File: config.mk
export PLATFORM = sky130hd
export DESIGN_NAME = key_click_classifier_flat
export DESIGN_NICKNAME = d
export VERILOG_FILES = /design/src/kcc_pkg.sv /design/src/kcc_if.sv /design/src/kcc_cfg_regs.sv /design/src/kcc_core.sv /design/src/key_click_classifier.sv /design/src/flat_wrapper.sv
export SDC_FILE = /design/constraint.sdc
export NUM_CORES = 1
export LEC_CHECK = 0
export BUFFER_PORTS_ARGS = -buffer_cell sky130_fd_sc_hd__buf_2
export CORE_ASPECT_RATIO = 1.25
export CORE_UTILIZATION = 45
export CTS_CLUSTER_DIAMETER = 40
export CTS_CLUSTER_SIZE = 16
export DETAILED_ROUTE_END_ITERATION = 10
export SLEW_MARGIN = 20
export SYNTH_ARGS = -nofsm -noshare
export SYNTH_HDL_FRONTEND = slang
export SYNTH_SLANG_ARGS = --single-unit
File: constraint.sdc
create_clock -name clk -period 3.6 [get_ports clk]
set_input_delay 0.18 -clock clk [delete_from_list [all_inputs] [get_ports clk]]
set_output_delay 0.18 -clock clk [all_outputs]
set_load 0.1 [all_outputs]
File: src/kcc_pkg.sv
package kcc_pkg;

	localparam int COUNT_WIDTH = 16;
	localparam int CFG_WIDTH = 16;
	localparam int CMP_WIDTH = (COUNT_WIDTH > CFG_WIDTH) ? COUNT_WIDTH : CFG_WIDTH;
	localparam int PHASE_WIDTH = 3;
	localparam int EVENT_WIDTH = 3;
	localparam int REG_INDEX_WIDTH = 2;

	localparam logic [PHASE_WIDTH-1:0] PH_IDLE = 3'd0;
	localparam logic [PHASE_WIDTH-1:0] PH_DOWN = 3'd1;
	localparam logic [PHASE_WIDTH-1:0] PH_UP = 3'd2;
	localparam logic [PHASE_WIDTH-1:0] PH_LONG = 3'd3;
	localparam logic [PHASE_WIDTH-1:0] PH_SECOND_DOWN = 3'd4;
	localparam logic [PHASE_WIDTH-1:0] PH_DOUBLE_UP = 3'd5;
	localparam logic [PHASE_WIDTH-1:0] PH_TRIPLE = 3'd6;

	localparam logic [EVENT_WIDTH-1:0] EV_NONE = 3'd0;
	localparam logic [EVENT_WIDTH-1:0] EV_SINGLE = 3'd1;
	localparam logic [EVENT_WIDTH-1:0] EV_DOUBLE = 3'd2;
	localparam logic [EVENT_WIDTH-1:0] EV_TRIPLE = 3'd3;
	localparam logic [EVENT_WIDTH-1:0] EV_LONG = 3'd4;

	localparam logic [REG_INDEX_WIDTH-1:0] REG_LONG_PRESS_TICKS = 2'd0;
	localparam logic [REG_INDEX_WIDTH-1:0] REG_GAP_MAX_TICKS = 2'd1;
	localparam logic [REG_INDEX_WIDTH-1:0] REG_GAP_MIN_TICKS = 2'd2;

	localparam logic [CFG_WIDTH-1:0] LONG_PRESS_TICKS_RESET = 16'd100;
	localparam logic [CFG_WIDTH-1:0] GAP_MAX_TICKS_RESET = 16'd30;
	localparam logic [CFG_WIDTH-1:0] GAP_MIN_TICKS_RESET = 16'd2;

	localparam logic CMD_SAMPLE = 1'b0;
	localparam logic CMD_READ = 1'b1;
	localparam logic PIN_PRESSED = 1'b0;

	typedef logic [COUNT_WIDTH-1:0] count_t;
	typedef logic [CFG_WIDTH-1:0] cfg_word_t;
	typedef logic [PHASE_WIDTH-1:0] phase_t;
	typedef logic [EVENT_WIDTH-1:0] event_t;

	typedef struct packed {
		logic command;
		logic pin_level;
	} item_t;

	typedef struct packed {
		event_t event_code;
		logic event_valid;
	} result_t;

	typedef struct packed {
		cfg_word_t long_press_ticks;
		cfg_word_t gap_max_ticks;
		cfg_word_t gap_min_ticks;
	} cfg_t;

	typedef struct packed {
		phase_t click_phase;
		event_t pending_event;
	} core_status_t;

	function automatic count_t sat_inc(input count_t v);
		return (v == {COUNT_WIDTH{1'b1}}) ? v : v + count_t'(1);
	endfunction

	function automatic logic reached(input count_t v, input cfg_word_t limit);
		return CMP_WIDTH'(v) >= CMP_WIDTH'(limit);
	endfunction

	function automatic logic in_window(input count_t v, input cfg_t cfg);
		return (CMP_WIDTH'(v) >= CMP_WIDTH'(cfg.gap_min_ticks))
			&& (CMP_WIDTH'(v) <= CMP_WIDTH'(cfg.gap_max_ticks));
	endfunction

endpackage

File: src/kcc_if.sv
interface kcc_item_if;
	import kcc_pkg::*;

	logic valid;
	logic ready;
	item_t payload;

	modport source(output valid, output payload, input ready);
	modport sink(input valid, input payload, output ready);
endinterface

interface kcc_result_if;
	import kcc_pkg::*;

	logic valid;
	logic ready;
	result_t payload;

	modport source(output valid, output payload, input ready);
	modport sink(input valid, input payload, output ready);
endinterface

File: src/kcc_cfg_regs.sv
module kcc_cfg_regs (
	input logic clk,
	input logic arst_n,
	input logic cfg_wr_en,
	input logic [kcc_pkg::REG_INDEX_WIDTH-1:0] cfg_index,
	input logic [kcc_pkg::CFG_WIDTH-1:0] cfg_data,
	output kcc_pkg::cfg_t cfg
);
	import kcc_pkg::*;

	cfg_t cfg_q;

	always_ff @(posedge clk or negedge arst_n) begin
		if (!arst_n) begin
			cfg_q.long_press_ticks <= LONG_PRESS_TICKS_RESET;
			cfg_q.gap_max_ticks <= GAP_MAX_TICKS_RESET;
			cfg_q.gap_min_ticks <= GAP_MIN_TICKS_RESET;
		end else if (cfg_wr_en) begin
			case (cfg_index)
				REG_LONG_PRESS_TICKS: cfg_q.long_press_ticks <= cfg_data;
				REG_GAP_MAX_TICKS: cfg_q.gap_max_ticks <= cfg_data;
				REG_GAP_MIN_TICKS: cfg_q.gap_min_ticks <= cfg_data;
				default: ;
			endcase
		end
	end

	assign cfg = cfg_q;
endmodule

File: src/kcc_core.sv
module kcc_core (
	input logic clk,
	input logic arst_n,
	input logic step,
	input kcc_pkg::item_t item,
	input kcc_pkg::cfg_t cfg,
	output kcc_pkg::result_t result,
	output kcc_pkg::core_status_t status
);
	import kcc_pkg::*;

	phase_t phase_q, phase_d;
	event_t pending_q, pending_d;
	count_t hold_q, hold_d;
	count_t gap_q, gap_d;
	count_t first_gap_q, first_gap_d;
	count_t second_gap_q, second_gap_d;

	always_comb begin
		phase_d = phase_q;
		pending_d = pending_q;
		hold_d = hold_q;
		gap_d = gap_q;
		first_gap_d = first_gap_q;
		second_gap_d = second_gap_q;
		result.event_code = EV_NONE;
		result.event_valid = 1'b0;

		if (item.command == CMD_READ) begin
			if (pending_q != EV_NONE) begin
				result.event_code = pending_q;
				result.event_valid = 1'b1;
				pending_d = EV_NONE;
				phase_d = PH_IDLE;
			end
		end else begin
			if (item.pin_level == PIN_PRESSED) begin
				case (phase_q)
					PH_IDLE: phase_d = PH_DOWN;
					PH_DOWN: begin
						hold_d = sat_inc(hold_q);
						if (reached(hold_d, cfg.long_press_ticks)) begin
							pending_d = EV_LONG;
							phase_d = PH_LONG;
						end
					end
					PH_UP: begin
						phase_d = PH_SECOND_DOWN;
						gap_d = '0;
					end
					PH_DOUBLE_UP: phase_d = PH_TRIPLE;
					default: ;
				endcase
			end else begin
				case (phase_q)
					PH_IDLE: begin
						hold_d = '0;
						gap_d = '0;
						first_gap_d = '0;
						second_gap_d = '0;
					end
					PH_DOWN: phase_d = PH_UP;
					PH_UP: begin
						gap_d = sat_inc(gap_q);
						first_gap_d = sat_inc(first_gap_q);
						if (reached(gap_d, cfg.gap_max_ticks)) begin
							pending_d = EV_SINGLE;
							phase_d = PH_IDLE;
						end
					end
					PH_SECOND_DOWN: phase_d = PH_DOUBLE_UP;
					PH_DOUBLE_UP: begin
						gap_d = sat_inc(gap_q);
						second_gap_d = sat_inc(second_gap_q);
						if (reached(gap_d, cfg.gap_max_ticks)) begin
							if (in_window(first_gap_q, cfg)) begin
								pending_d = EV_DOUBLE;
							end
							phase_d = PH_IDLE;
						end
					end
					PH_TRIPLE: begin
						if (in_window(second_gap_q, cfg)) begin
							pending_d = EV_TRIPLE;
						end
						phase_d = PH_IDLE;
					end
					default: ;
				endcase
			end
			result.event_code = pending_d;
		end
	end

	always_ff @(posedge clk or negedge arst_n) begin
		if (!arst_n) begin
			phase_q <= PH_IDLE;
			pending_q <= EV_NONE;
			hold_q <= '0;
			gap_q <= '0;
			first_gap_q <= '0;
			second_gap_q <= '0;
		end else if (step) begin
			phase_q <= phase_d;
			pending_q <= pending_d;
			hold_q <= hold_d;
			gap_q <= gap_d;
			first_gap_q <= first_gap_d;
			second_gap_q <= second_gap_d;
		end
	end

	assign status.click_phase = phase_q;
	assign status.pending_event = pending_q;
endmodule

File: src/key_click_classifier.sv
// Classifies one active-low push button into single, double, triple or long press from a stream
// of beats: a sample beat carries the pin level of one tick, a read beat returns and clears the
// pending event. Every beat gives exactly one result beat. One beat is taken in every cycle while
// the result side keeps up. A beat is first held in the input register while the state update
// logic works out its result, which is then loaded into the result register and offered from
// there as soon as the result side can take it. A result beat that is held back stalls the
// state update, and the input stops taking beats once both registers are full. Thresholds are
// written through the configuration port and should only change while no beat is in flight.
module key_click_classifier (
	input logic clk,
	input logic arst_n,
	input logic cfg_wr_en,
	input logic [kcc_pkg::REG_INDEX_WIDTH-1:0] cfg_index,
	input logic [kcc_pkg::CFG_WIDTH-1:0] cfg_data,
	kcc_item_if.sink item,
	kcc_result_if.source result
);
	import kcc_pkg::*;

	cfg_t cfg;
	logic valid_s1;
	item_t item_s1;
	logic result_valid_q;
	result_t result_q;
	result_t core_result;
	core_status_t status;
	logic advance;
	logic step;

	assign advance = !result_valid_q || result.ready;
	assign step = valid_s1 && advance;
	assign item.ready = !valid_s1 || advance;

	kcc_cfg_regs u_cfg_regs (
		.clk(clk),
		.arst_n(arst_n),
		.cfg_wr_en(cfg_wr_en),
		.cfg_index(cfg_index),
		.cfg_data(cfg_data),
		.cfg(cfg)
	);

	kcc_core u_core (
		.clk(clk),
		.arst_n(arst_n),
		.step(step),
		.item(item_s1),
		.cfg(cfg),
		.result(core_result),
		.status(status)
	);

	always_ff @(posedge clk or negedge arst_n) begin
		if (!arst_n) begin
			valid_s1 <= 1'b0;
		end else if (item.ready) begin
			valid_s1 <= item.valid;
		end
	end

	always_ff @(posedge clk) begin
		if (item.valid && item.ready) begin
			item_s1 <= item.payload;
		end
	end

	always_ff @(posedge clk or negedge arst_n) begin
		if (!arst_n) begin
			result_valid_q <= 1'b0;
		end else if (advance) begin
			result_valid_q <= valid_s1;
		end
	end

	always_ff @(posedge clk) begin
		if (step) begin
			result_q <= core_result;
		end
	end

	assign result.valid = result_valid_q;
	assign result.payload = result_q;

	a_ready_only_stalled: assert property (@(posedge clk) disable iff (!arst_n)
		!item.ready |-> (result_valid_q && !result.ready))
		else $error("input stalled without a blocked result");

	a_valid_has_code: assert property (@(posedge clk) disable iff (!arst_n)
		(result_valid_q && result_q.event_valid) |-> (result_q.event_code != EV_NONE))
		else $error("returned event flagged valid with no code");

	a_read_clears: assert property (@(posedge clk) disable iff (!arst_n)
		(step && item_s1.command == CMD_READ) |=> (status.pending_event == EV_NONE))
		else $error("read left an event pending");

	a_read_to_idle: assert property (@(posedge clk) disable iff (!arst_n)
		(step && item_s1.command == CMD_READ && status.pending_event != EV_NONE)
		|=> (status.click_phase == PH_IDLE))
		else $error("read of an event did not return to idle");
endmodule
File: src/flat_wrapper.sv
// flat-port wrapper written by rule: the top's interface ports become plain ports
module key_click_classifier_flat import kcc_pkg::*;
  (clk, arst_n, cfg_wr_en, cfg_index, cfg_data, item_valid, item_payload, item_ready, result_valid, result_payload, result_ready);
  kcc_item_if item_i ();
  kcc_result_if result_i ();
  input logic clk;
  input logic arst_n;
  input logic cfg_wr_en;
  input logic [kcc_pkg::REG_INDEX_WIDTH-1:0] cfg_index;
  input logic [kcc_pkg::CFG_WIDTH-1:0] cfg_data;
  input wire logic [$bits(item_i.valid)-1:0] item_valid;
  input wire logic [$bits(item_i.payload)-1:0] item_payload;
  output wire logic [$bits(item_i.ready)-1:0] item_ready;
  output wire logic [$bits(result_i.valid)-1:0] result_valid;
  output wire logic [$bits(result_i.payload)-1:0] result_payload;
  input wire logic [$bits(result_i.ready)-1:0] result_ready;
  assign item_i.valid = item_valid;
  assign item_i.payload = item_payload;
  assign item_ready = item_i.ready;
  assign result_valid = result_i.valid;
  assign result_payload = result_i.payload;
  assign result_i.ready = result_ready;
  key_click_classifier u_core (.clk(clk), .arst_n(arst_n), .cfg_wr_en(cfg_wr_en), .cfg_index(cfg_index), .cfg_data(cfg_data), .item(item_i), .result(result_i));
endmodule
# Yosys cells after proc, flatten, opt, wreduce, memory -nomap -nowiden
# Index checks and enable logic that the tools add are counted.
# totals
in_bits,25
ff_bits,126
out_inout_bits,6
word_cells,101
# op_classes
n_addsub,4
n_mux,30
eq_ne,19
n_reduce_logical,26
bitwise,1
n_lt_le_gt_ge,6
# op_table
operator,count
$mux W16,9
$pmux W16 S2,3
$add A16 B1 Y16 const B,4
$eq A16 B16 Y1 const B,4
$ge A16 B16 Y1,4
$mux W3,14
$le A16 B16 Y1,2
$pmux W3 S4,2
$reduce_and A5 Y1,2
$eq A3 B3 Y1 const B,3
$pmux W3 S3,1
$ne A2 B2 Y1 const B,4
$reduce_and A2 Y1,4
$reduce_and A4 Y1,2
$reduce_bool A2 Y1,4
$ne A6 B5 Y1 const B,1
$reduce_and A6 Y1,1
$reduce_bool A6 Y1,1
$logic_and A1 B1 Y1,4
$mux W4,1
$ne A4 B2 Y1 const B,1
$ne A4 B3 Y1 const B,1
$eq A3 B1 Y1 const B,1
$eq A3 B2 Y1 const B,1
other kinds (10),12

# Longest topological paths before layout
# Gate-level depths: netlist of run 1.
# depth
word_depth,7
ltp_mapped,18
ltp_nobuf,17

# Hierarchy
# A second synthesis of run 1 with hierarchy kept.
# unflattened
hier_cells,911
area_unflattened_um2,8719.6
# modules_own_cells
module,cells_per_inst,area_per_inst_um2,seq_area_each_um2,instances
kcc_core,795,6610.1,1751.7,1
kcc_cfg_regs,102,1825.5,1211.2,1
key_click_classifier,14,284.0,230.2,1

# Worst setup path after synthesis of run 1
# No wires, ideal clock.
# synth_timing
path_type,register to register
start,register u_core.u_core.gap_q[0]
end,register u_core.result_q (netlist bit u_core.result.payload[2]) (data pin)
required_ns,3.346
path_buffers,0
slack_ns,-0.180
arrival_time_ns,3.526
setup_time_ns,0.254
synth_period_minus_slack_ns,3.780
path_stages_with_launch,18
cell_sequence,dfrtp_1 > ha_1 > nand3_1 > nor4_1 > nand2_1 > nor2_1 > nor2_1 > nand4_1 > xnor2_1 > ha_1 > or4_1 > a21oi_1 > o32a_1 > o21ai_0 > a31o_2 > nand3_1 > a21oi_1 > a21o_1
# synth_rtl
element,line_no,text
start: declaration,kcc_core.sv:15,"count_t gap_q, gap_d;"
start signal: assignment,kcc_core.sv:107,gap_q <= gap_d;
end signal: assignment,key_click_classifier.sv:77,result_q <= core_result;
end: declaration,key_click_classifier.sv:24,result_t result_q;

# Worst setup path after layout of run 1
# layout_timing
start,register u_core.u_core.hold_q[7]
end,register u_core.u_core.phase_q[0]
# layout_via
elab_chain_len,5
elab_cells_between_ends,6
cone_classes,1 x add/sub; 1 x order compare; 2 x eq/ne; 1 x mux; 1 x reduce/logical
# layout_lines
element,line_no,text
start: declaration,kcc_core.sv:14,"count_t hold_q, hold_d;"
start signal: assignment,kcc_core.sv:106,hold_q <= hold_d;
$add A16 B1 Y16 or $eq A16 B16 Y1 (tied branches),kcc_pkg.sv:63,return (v == {COUNT_WIDTH{1'b1}}) ? v : v + count_t'(1);
$mux W16 *,kcc_pkg.sv:63,
$ge A16 B16 Y1 *,kcc_pkg.sv:67,return CMP_WIDTH'(v) >= CMP_WIDTH'(limit);
$ne A4 B2 Y1 (no line) *,-,
$reduce_and A6 Y1 (no line) *,-,
end signal: assignment,kcc_core.sv:104,phase_q <= phase_d;
end: declaration,kcc_core.sv:12,"phase_t phase_q, phase_d;"
# Mark *: on every way between the ends. The rest lies on a longest branch, timed or not.
# A chain may end at the register's enable or synchronous reset.

==> key figures, run 1 <==
Run status
  – Outcome: complete, no violations

Min path
  – Worst Hold Depth: 3
  – Type of the most critical hold path: primary input to flip-flop

Clock network
  – H-tree depth reported by CTS: 4
  – Buffer cell driving the clock tree root: sky130_fd_sc_hd__clkbuf_16
  – Clock-pin slew of the registers on the worst-case setup and hold paths: 0.06 ns
  – Number of clock buffers inserted by TritonCTS: 17
  – Number of buffers on the longest clock path: 2
  – Insertion delay to the later sink of the worst-skew pair: 0.42 ns
  – Clock tree from TritonCTS: done
  – Number of clock sinks: 126

Final layout
  – Proportion of layout cells with a drive suffix above 1: 20.2%
  – Fin nets: 1126
  – ANT cells: 0
  – Final Instance Count excl. Fillers: 1242
  – Area of all placed cells without fillers: 10100 um2
  – Layout overhead on the synthesized area: 19.2%

Die
  – Starting density of the core: 46.4%
  – Placeable core region: 18300 um2
  – Chip Height: 156 um
  – Die footprint: 19400 um2
  – Die Span X: 125 um
  – Cell Rows: 55
  – I/O pin count: 31

STA
  – Final worst clock skew: 0.00997 ns
  – Time the worst path needs with I/O delays and setup: 3.53 ns
  – Sum of negative setup slack: 0 ns
  – Setup violations, final: 0
  – RSZ-0062 raised after global routing: yes
  – Final number of max-transition violations: 0
  – Worst hold slack across all endpoints: 0.0200 ns
  – Worst-margin pin slew: 0.964 ns
  – Final critical-path share of the clock period: 98.2%
  – Max-Slew Margin vs Limit: 35.5%
  – Achievable clock frequency: 0.283 GHz
  – Final hold violation count: 0

Worst setup path
  – Capturing point of the worst reg2reg path: u_core.u_core.phase_q[0]
  – Setup Crit Path Kind: flip-flop to flip-flop
  – Crit. End Element: flip-flop
  – Startpoint Class: flip-flop
  – R2r startpoint: u_core.u_core.hold_q[7]
  – Data required time of the worst path: 3.88 ns
  – Count of cells along the worst register-to-register path: 14
  – Worst setup slack for register-to-register paths: 0.07 ns
  – CP Max Fanout: 5
  – Crit path capture: u_core.u_core.phase_q[0]
  – Crit. Startpoint: u_core.u_core.hold_q[7]
  – Data arrival time of the critical path: 3.82 ns

Synth
  – Gate Count Post-Synth: 913
  – Net Count, Synth: 1038
  – Portion of the post-synthesis area used by sequential elements: 37.6%
  – EDFF count, synth: 6
  – Count of cell types in the netlist: 70
  – Flop and latch count out of synthesis: 126
  – Per-instance average area after synthesis: 9.31 um2
  – Most used flip-flop cell after synthesis: sky130_fd_sc_hd__dfrtp_1
  – Area of the mapped netlist: 8500 um2
  – Syn. warnings: 0
  – Async S/R FF share, synth: 95.2%

Global routing
  – Total grt overflow: 0
  – Total routing resource utilization after global routing: 23.9%
  – Largest net degree at the start of global routing: 62
  – Via count of the first global-routing pass: 7013
  – Antenna violations before repair: 0
  – Global-route wire length before repair: 36000 um

Route
  – Total number of vias: 7116
  – Remaining routing DRC violations: 0
  – Final wirelength: 22100 um
  – Drt first pass iters: 7
  – Number of DRC markers in iteration 0: 324
  – Antenna-violating nets left: 0
  – Avg WL per Cell: 17.8 um
  – Vias per Instance: 5.73

Placed design
  – Sum of net half-perimeters after detailed placement: 16600 um
  – Area post-placement: 9240 um2
  – Number of port buffers: 30
  – Global placement routability congestion: 0.907
  – Instance count after placement with tap cells included: 1197

Flow run
  – Number of violations of the max-capacitance limit: 0

Pwr
  – Static leakage power: 4.75 nW
  – Power per cell area: 492 nW/um2
  – Maximum VDD drop: 0.000348 V
  – Overall power: 4.99 mW
-- cells in the mapped netlist (all sizes together), types with 25 or more instances --
| cell type | n | area, um2 |
|---|---|---|
| nor3 | 25 | 125 |
| mux2 | 35 | 394 |
| xnor2 | 26 | 228 |
| ha | 100 | 1250 |
| nand4 | 29 | 203 |
| a21oi | 47 | 235 |
| nand2 | 92 | 345 |
| dfrtp | 112 | 2800 |
| o21ai | 68 | 340 |
| inv | 63 | 236 |
| nand3 | 34 | 170 |
| nor2 | 63 | 244 |
-- sequential cells by signal (all words and copies together), names as in the netlist --
signal and cells:
u_core.u_core.second_gap_q 16, u_core.result.payload 4, u_core.u_core.gap_q 16, u_core.result.valid 1, u_core.u_core.hold_q 16, u_core.u_core.phase_q 3, u_core.u_core.first_gap_q 16, u_core.u_core.pending_q 3
u_core.u_cfg_regs.cfg 48, u_core.valid_s1 1, u_core.item_s1 2
-- logic make-up (layout without fill, tap and decap cells) --
| group | Yosys count | count (layout) | share of synthesized area [%] |
|---|---|---|---|
| flops | 126 | 126 | 37.6 |
| xor+xnor | 46 | 46 | 4.74 |
| simple gates | 307 | 307 | 18.2 |
| fa+ha+maj | 100 | 100 | 14.7 |
| mux | 35 | 35 | 4.64 |
| buf+inv | 88 | 189 | 4.24 |
| compound gates | 211 | 211 | 15.9 |
-- area by class of cell --
cell class,instances,area (um2)
clock buffer,17,425
sequential,126,3190
tap,228,285
multi-input combinational,699,5120
timing repair buffer,94,681
inverter,63,236
clock inverter,15,185
fill,1637,8180
-- power breakdown --
group          switching (mW)  internal, mW  leakage (nW)
combinational           0.837         0.553          2.85
clock                   0.699          1.10         0.285
sequential              0.172          1.62          1.61
-- metrics by stage --
step	util [%]	setup WS, ns
after global placement	50.5	-0.0119
after global routing	55.3	-0.0572
final	55.3	0.0662
after CTS	54.5	0.0186
after floorplan	-	0.0168
after detailed placement	50.5	-0.0721
-- worst min path at each step --
stage	start	to	slack [ns]
after floorplan	arst_n	u_core.result.valid	-0.12
after global placement	arst_n	u_core.u_core.gap_q[6]	0.34
after detailed placement	arst_n	u_core.u_core.gap_q[7]	0.33
after CTS	cfg_data[7]	u_core.u_cfg_regs.cfg[39]	0.0004
after global routing	cfg_data[5]	u_core.u_cfg_regs.cfg[21]	0.02
final	cfg_data[13]	u_core.u_cfg_regs.cfg[45]	0.02
-- layout by cell type (no fill, tap or decap), types with 4 or more instances in the layout --
| cell type | instances |
|---|---|
| sky130_fd_sc_hd__nor2b_1 | 5 |
| sky130_fd_sc_hd__o21ai_0 | 64 |
| sky130_fd_sc_hd__dfstp_2 | 8 |
| sky130_fd_sc_hd__dfrtp_1 | 112 |
| sky130_fd_sc_hd__nand2b_1 | 7 |
| sky130_fd_sc_hd__a22o_1 | 11 |
| sky130_fd_sc_hd__nor3_1 | 23 |
| sky130_fd_sc_hd__mux2_2 | 35 |
| sky130_fd_sc_hd__o21a_1 | 5 |
| sky130_fd_sc_hd__and4_1 | 4 |
| sky130_fd_sc_hd__xnor2_1 | 24 |
| sky130_fd_sc_hd__a21oi_1 | 44 |
| sky130_fd_sc_hd__and3_1 | 9 |
| sky130_fd_sc_hd__edfxtp_1 | 6 |
| sky130_fd_sc_hd__nand2_1 | 88 |
| sky130_fd_sc_hd__nand3_1 | 32 |
| sky130_fd_sc_hd__buf_2 | 29 |
| sky130_fd_sc_hd__clkinvlp_4 | 5 |
| sky130_fd_sc_hd__ha_1 | 99 |
| sky130_fd_sc_hd__inv_1 | 63 |
| sky130_fd_sc_hd__or3_1 | 7 |
| sky130_fd_sc_hd__buf_4 | 51 |
| sky130_fd_sc_hd__nand2_2 | 4 |
| sky130_fd_sc_hd__o211ai_1 | 8 |
| sky130_fd_sc_hd__a211oi_1 | 12 |
| sky130_fd_sc_hd__nand4_1 | 27 |
| sky130_fd_sc_hd__clkbuf_16 | 17 |
| sky130_fd_sc_hd__o2bb2ai_1 | 4 |
| sky130_fd_sc_hd__nor2_1 | 60 |
| sky130_fd_sc_hd__a31oi_1 | 11 |
| sky130_fd_sc_hd__a21o_1 | 10 |
| sky130_fd_sc_hd__xor2_1 | 20 |
| sky130_fd_sc_hd__o31ai_1 | 8 |
| sky130_fd_sc_hd__dlygate4sd3_1 | 11 |
-- worst max-delay path, stage by stage (launching register included) --
cell	delay [ns]
sky130_fd_sc_hd__dfrtp_1	0.36
sky130_fd_sc_hd__and4_4	0.25
sky130_fd_sc_hd__nand4_4	0.10
sky130_fd_sc_hd__or4_4	0.42
sky130_fd_sc_hd__or2_4	0.30
sky130_fd_sc_hd__xnor2_2	0.13
sky130_fd_sc_hd__ha_1	0.28
sky130_fd_sc_hd__nand2b_4	0.15
sky130_fd_sc_hd__a2111oi_4	0.29
sky130_fd_sc_hd__nor3_2	0.09
sky130_fd_sc_hd__o2111ai_2	0.34
sky130_fd_sc_hd__nand3_1	0.14
sky130_fd_sc_hd__a211oi_2	0.27
sky130_fd_sc_hd__nand2b_4	0.18
sky130_fd_sc_hd__o31ai_1	0.08
-- repair_timing --
action | CTS | global route
gates resized for setup | 3 | 31
setup buffers | 0 | 2
pin swaps | 0 | 17
hold endpoints to repair | 71 | 0
hold buffers | 11 | 0
endpoints found under the setup margin | 5 | 9
-- per-layer routing --
| metal | vias up | wire length [um] | track usage (%) | share of wire (%) |
|---|---|---|---|---|
| met3 | 57 | 749 | 4.15 | 3.4 |
| met5 | - | 0 | 0 | 0 |
| li1 | 3493 | - | - | - |
| met2 | 159 | 11000 | 42.2 | 50 |
| met1 | 3407 | 9480 | 28.6 | 43 |
| met4 | 0 | 858 | 10.9 | 3.9 |
Power figures use the tool's default switching activity.
==> run 2, diff against run 1 <==
--- a/config.mk
+++ b/config.mk
@@ -6,11 +6,14 @@
 export NUM_CORES = 1
 export LEC_CHECK = 0
 export BUFFER_PORTS_ARGS = -buffer_cell sky130_fd_sc_hd__buf_2
+export CELL_PAD_IN_SITES_DETAIL_PLACEMENT = 1
+export CELL_PAD_IN_SITES_GLOBAL_PLACEMENT = 1
 export CORE_ASPECT_RATIO = 1.25
 export CORE_UTILIZATION = 45
 export CTS_CLUSTER_DIAMETER = 40
 export CTS_CLUSTER_SIZE = 16
 export DETAILED_ROUTE_END_ITERATION = 10
+export PLACE_DENSITY_LB_ADDON = 0.1
 export SLEW_MARGIN = 20
 export SYNTH_ARGS = -nofsm -noshare
 export SYNTH_HDL_FRONTEND = slang
==> run 2 against run 1 <==
  * Largest cell class unchanged
  * First-iteration DRC count is 24% lower
  * Final cell count up 0.64%
  * Register-to-register slack got worse by 0.06 ns
  * Highest routed layer unchanged
  * Total power decreased by 1.4%
==> key figures, run 2 (synthesis results as in run 1) <==
Run status
  – Outcome: complete, no violations

Worst setup path
  – Data arrival time of the critical path: 3.95 ns (+0.13 ns)
  – Crit. End Element: flip-flop
  – Stage delay of the slowest cell on the critical path: 0.43 ns (about the same)
  – Setup Crit Path Kind: flip-flop to flip-flop
  – CP Cell Sequence: and4_4, nand4_4, or4_4, or2_4, buf_6, nand2_4, xnor2_2, ha_1, or2_4, a21oi_2, nor3_2, o2111ai_4, nand3_2, a211oi_4, nand2b_4, o31a_1
  – Startpoint Class: flip-flop
  – Cell type of the slowest stage on the worst timing path: sky130_fd_sc_hd__or4_4
  – Data required time of the worst path: 3.96 ns (+0.08 ns)
  – Kind of cell with the highest combined delay on the critical path: simple AND/OR/NAND/NOR gates
  – CP Max Fanout: 5 (unchanged)
  – Count of buffering cells on the critical path with inverters included: 1 (+1)
  – Most numerous cell on the critical path: sky130_fd_sc_hd__or2_4

STA
  – Achievable clock frequency: 0.278 GHz (-1.6%)
  – Time the worst path needs with I/O delays and setup: 3.59 ns (+0.0584 ns)
  – Final critical-path share of the clock period: 99.8% (+1.6 points)
  – Final worst clock skew: 0.0124 ns (+0.00242 ns)
  – RSZ-0062 raised after global routing: yes
  – Final hold violation count: 0 (unchanged)
  – Worst-margin pin slew: 0.869 ns (-0.0956 ns)
  – Post-route worst setup slack: 0.00776 ns (-0.0584 ns)
  – Max-Slew Margin vs Limit: 42.1% (+6.6 points)
  – Final number of max-transition violations: 0 (unchanged)
  – Setup violations, final: 0 (unchanged)

Die
  – Die footprint: 19400 um2 (unchanged)
  – Placeable core region: 18300 um2 (unchanged)
  – Starting density of the core: 46.4% (unchanged)
  – I/O pin count: 31 (unchanged)
  – Cell Rows: 55 (unchanged)
  – Chip Height: 156 um (unchanged)
  – Die Span X: 125 um (unchanged)

Final layout
  – Number of flip-flops under the largest register name: 48 (unchanged)
  – Layout overhead on the synthesized area: 19.8%
  – Multi-input logic area: 5220 um2 (+1.8%)
  – Commonest non-fill, non-tap cell in the layout: sky130_fd_sc_hd__dfrtp_1
  – Fin nets: 1134 (+0.71%)
  – Layout fillers: 2077 (+27%)
  – Proportion of layout cells with a drive suffix above 1: 22.4% (+2.2 points)
  – Register area: 3190 um2 (unchanged)
  – ANT cells: 0 (unchanged)
  – Top library cells by usage in the layout, fill and taps aside: sky130_fd_sc_hd__dfrtp_1, sky130_fd_sc_hd__ha_1, sky130_fd_sc_hd__nand2_1, sky130_fd_sc_hd__buf_4, sky130_fd_sc_hd__inv_1

Global routing
  – Total grt overflow: 0 (unchanged)
  – Largest net degree at the start of global routing: 64 (+3.2%)
  – Global-route wire length before repair: 43600 um (+21%)
  – Antenna violations before repair: 0 (unchanged)
  – Total routing resource utilization after global routing: 29.4% (+5.5 points)
  – Via count of the first global-routing pass: 8207 (+17%)

Pwr
  – Overall power: 4.92 mW (-1.4%)
  – Maximum VDD drop: 0.000335 V (-3.8%)
  – Net Sw Frac: 36.7% (+2.4 points)
  – P_sw: 1.80 mW (+5.6%)
  – Clock network power share: 32.6% (-3.5 points)
  – Power per cell area: 483 nW/um2 (-1.9%)
  – Fraction of power consumed by sequential logic: 37.3% (+1.3 points)
  – Internal power consumption: 3.11 mW (-5.1%)
  – Static leakage power: 4.78 nW (+0.64%)
  – Comb pwr share: 30.1% (+2.2 points)

Route
  – Antenna-violating nets left: 0 (unchanged)
  – Number of DRC markers in iteration 0: 246 (-24%)
  – Vias per Instance: 6.01 (+4.9%)
  – Drt first pass iters: 5 (-2)
  – Final wirelength: 27600 um (+25%)
  – Remaining routing DRC violations: 0 (unchanged)
  – Total number of vias: 7514 (+5.6%)
  – Avg WL per Cell: 22.1 um (+24%)

Clock network
  – Number of clock buffers inserted by TritonCTS: 17 (unchanged)
  – Buffer cell driving the clock tree root: sky130_fd_sc_hd__clkbuf_16
  – Clock-pin slew of the registers on the worst-case setup and hold paths: 0.06 ns (about the same)
  – Number of buffers on the longest clock path: 2 (unchanged)
  – Clock tree from TritonCTS: done
  – Insertion delay to the later sink of the worst-skew pair: 0.43 ns (about the same)
  – H-tree depth reported by CTS: 4 (unchanged)
  – Number of clock sinks: 126 (unchanged)

Placed design
  – Number of port buffers: 30 (unchanged)
  – Sum of net half-perimeters after detailed placement: 20600 um (+24%)
  – DP Worst Slack: -0.298 ns (-0.226 ns)
  – Global placement routability congestion: 0.882 (-2.8%)

Min path
  – Type of the most critical hold path: primary input to flip-flop

Flow run
  – Number of violations of the max-capacitance limit: 0 (unchanged)
[run 2: worst min-delay path, delay by kind of cell]
family,cells,cell delay [ns]
simple gates,1,0.05
buf+inv,1,0.11
compound gates,1,0.08
[run 2: area by class of cell]
type,count,share of cell area (%)
clock buffer,20,4.39
clock inverter,12,0.848
inverter,63,2.32
multi-input combinational,699,51.2
sequential,126,31.4
tap,228,2.80
timing repair buffer,102,7.06
[run 2: final timing paths]
| path | to | cells past startpoint | from | slack (ns) |
|---|---|---|---|---|
| max reg2reg | u_core.u_core.phase_q[1] | 16 | u_core.u_core.hold_q[6] | 0.008 |
| min reg2reg | u_core.u_core.hold_q[11] | 1 | u_core.u_core.hold_q[11] | 0.48 |
| min in group asynchronous | u_core.u_core.gap_q[6] | 2 | arst_n | 0.38 |
| min | u_core.u_cfg_regs.cfg[34] | 3 | cfg_data[2] | 0.01 |
| max in group asynchronous | u_core.u_cfg_regs.cfg[20] | 3 | arst_n | 2.37 |
| max | u_core.u_core.phase_q[1] | 16 | u_core.u_core.hold_q[6] | 0.008 |
[run 2: what timing repair did]
action | in CTS | in global routing
gates resized for setup | 27 | 26
endpoints found under the setup margin | 8 | 9
pin swaps | 18 | 16
hold buffers | 4 | 0
buffers inserted | 3 | 5
hold endpoints to repair | 60 | 0
[run 2: routing by layer]
layer,routed length [um],vias to the layer above,global-route usage (%)
li1,-,3506,-
met1,10700,3770,32.0
met2,14800,174,55.1
met3,881,64,4.73
met5,0,-,0
met4,1220,0,15.0
[run 2: per-stage QoR]
stage	area, um2	util [%]	hold slack [ns]	instances	setup TNS (ns)
finish	10200	55.6	0.0102	1250	0
global route	10200	55.6	0.0119	1250	-0.277
CTS	10000	54.6	0.00681	1245	0
detailed placement	9300	50.8	0.343	1206	-1.66
global placement	9300	50.8	0.324	1206	-0.646
floorplan	8520	-	-0.116	913	0
[run 2: power by group through the flow]
stage	sequential [mW]	clock (mW)	combinational, mW
after global routing	1.86	1.68	1.63
after global placement	1.83	0	1.22
final	1.83	1.60	1.48
after floorplan	1.83	0	0.828
after CTS	1.83	1.61	1.38
after detailed placement	1.85	0	1.30
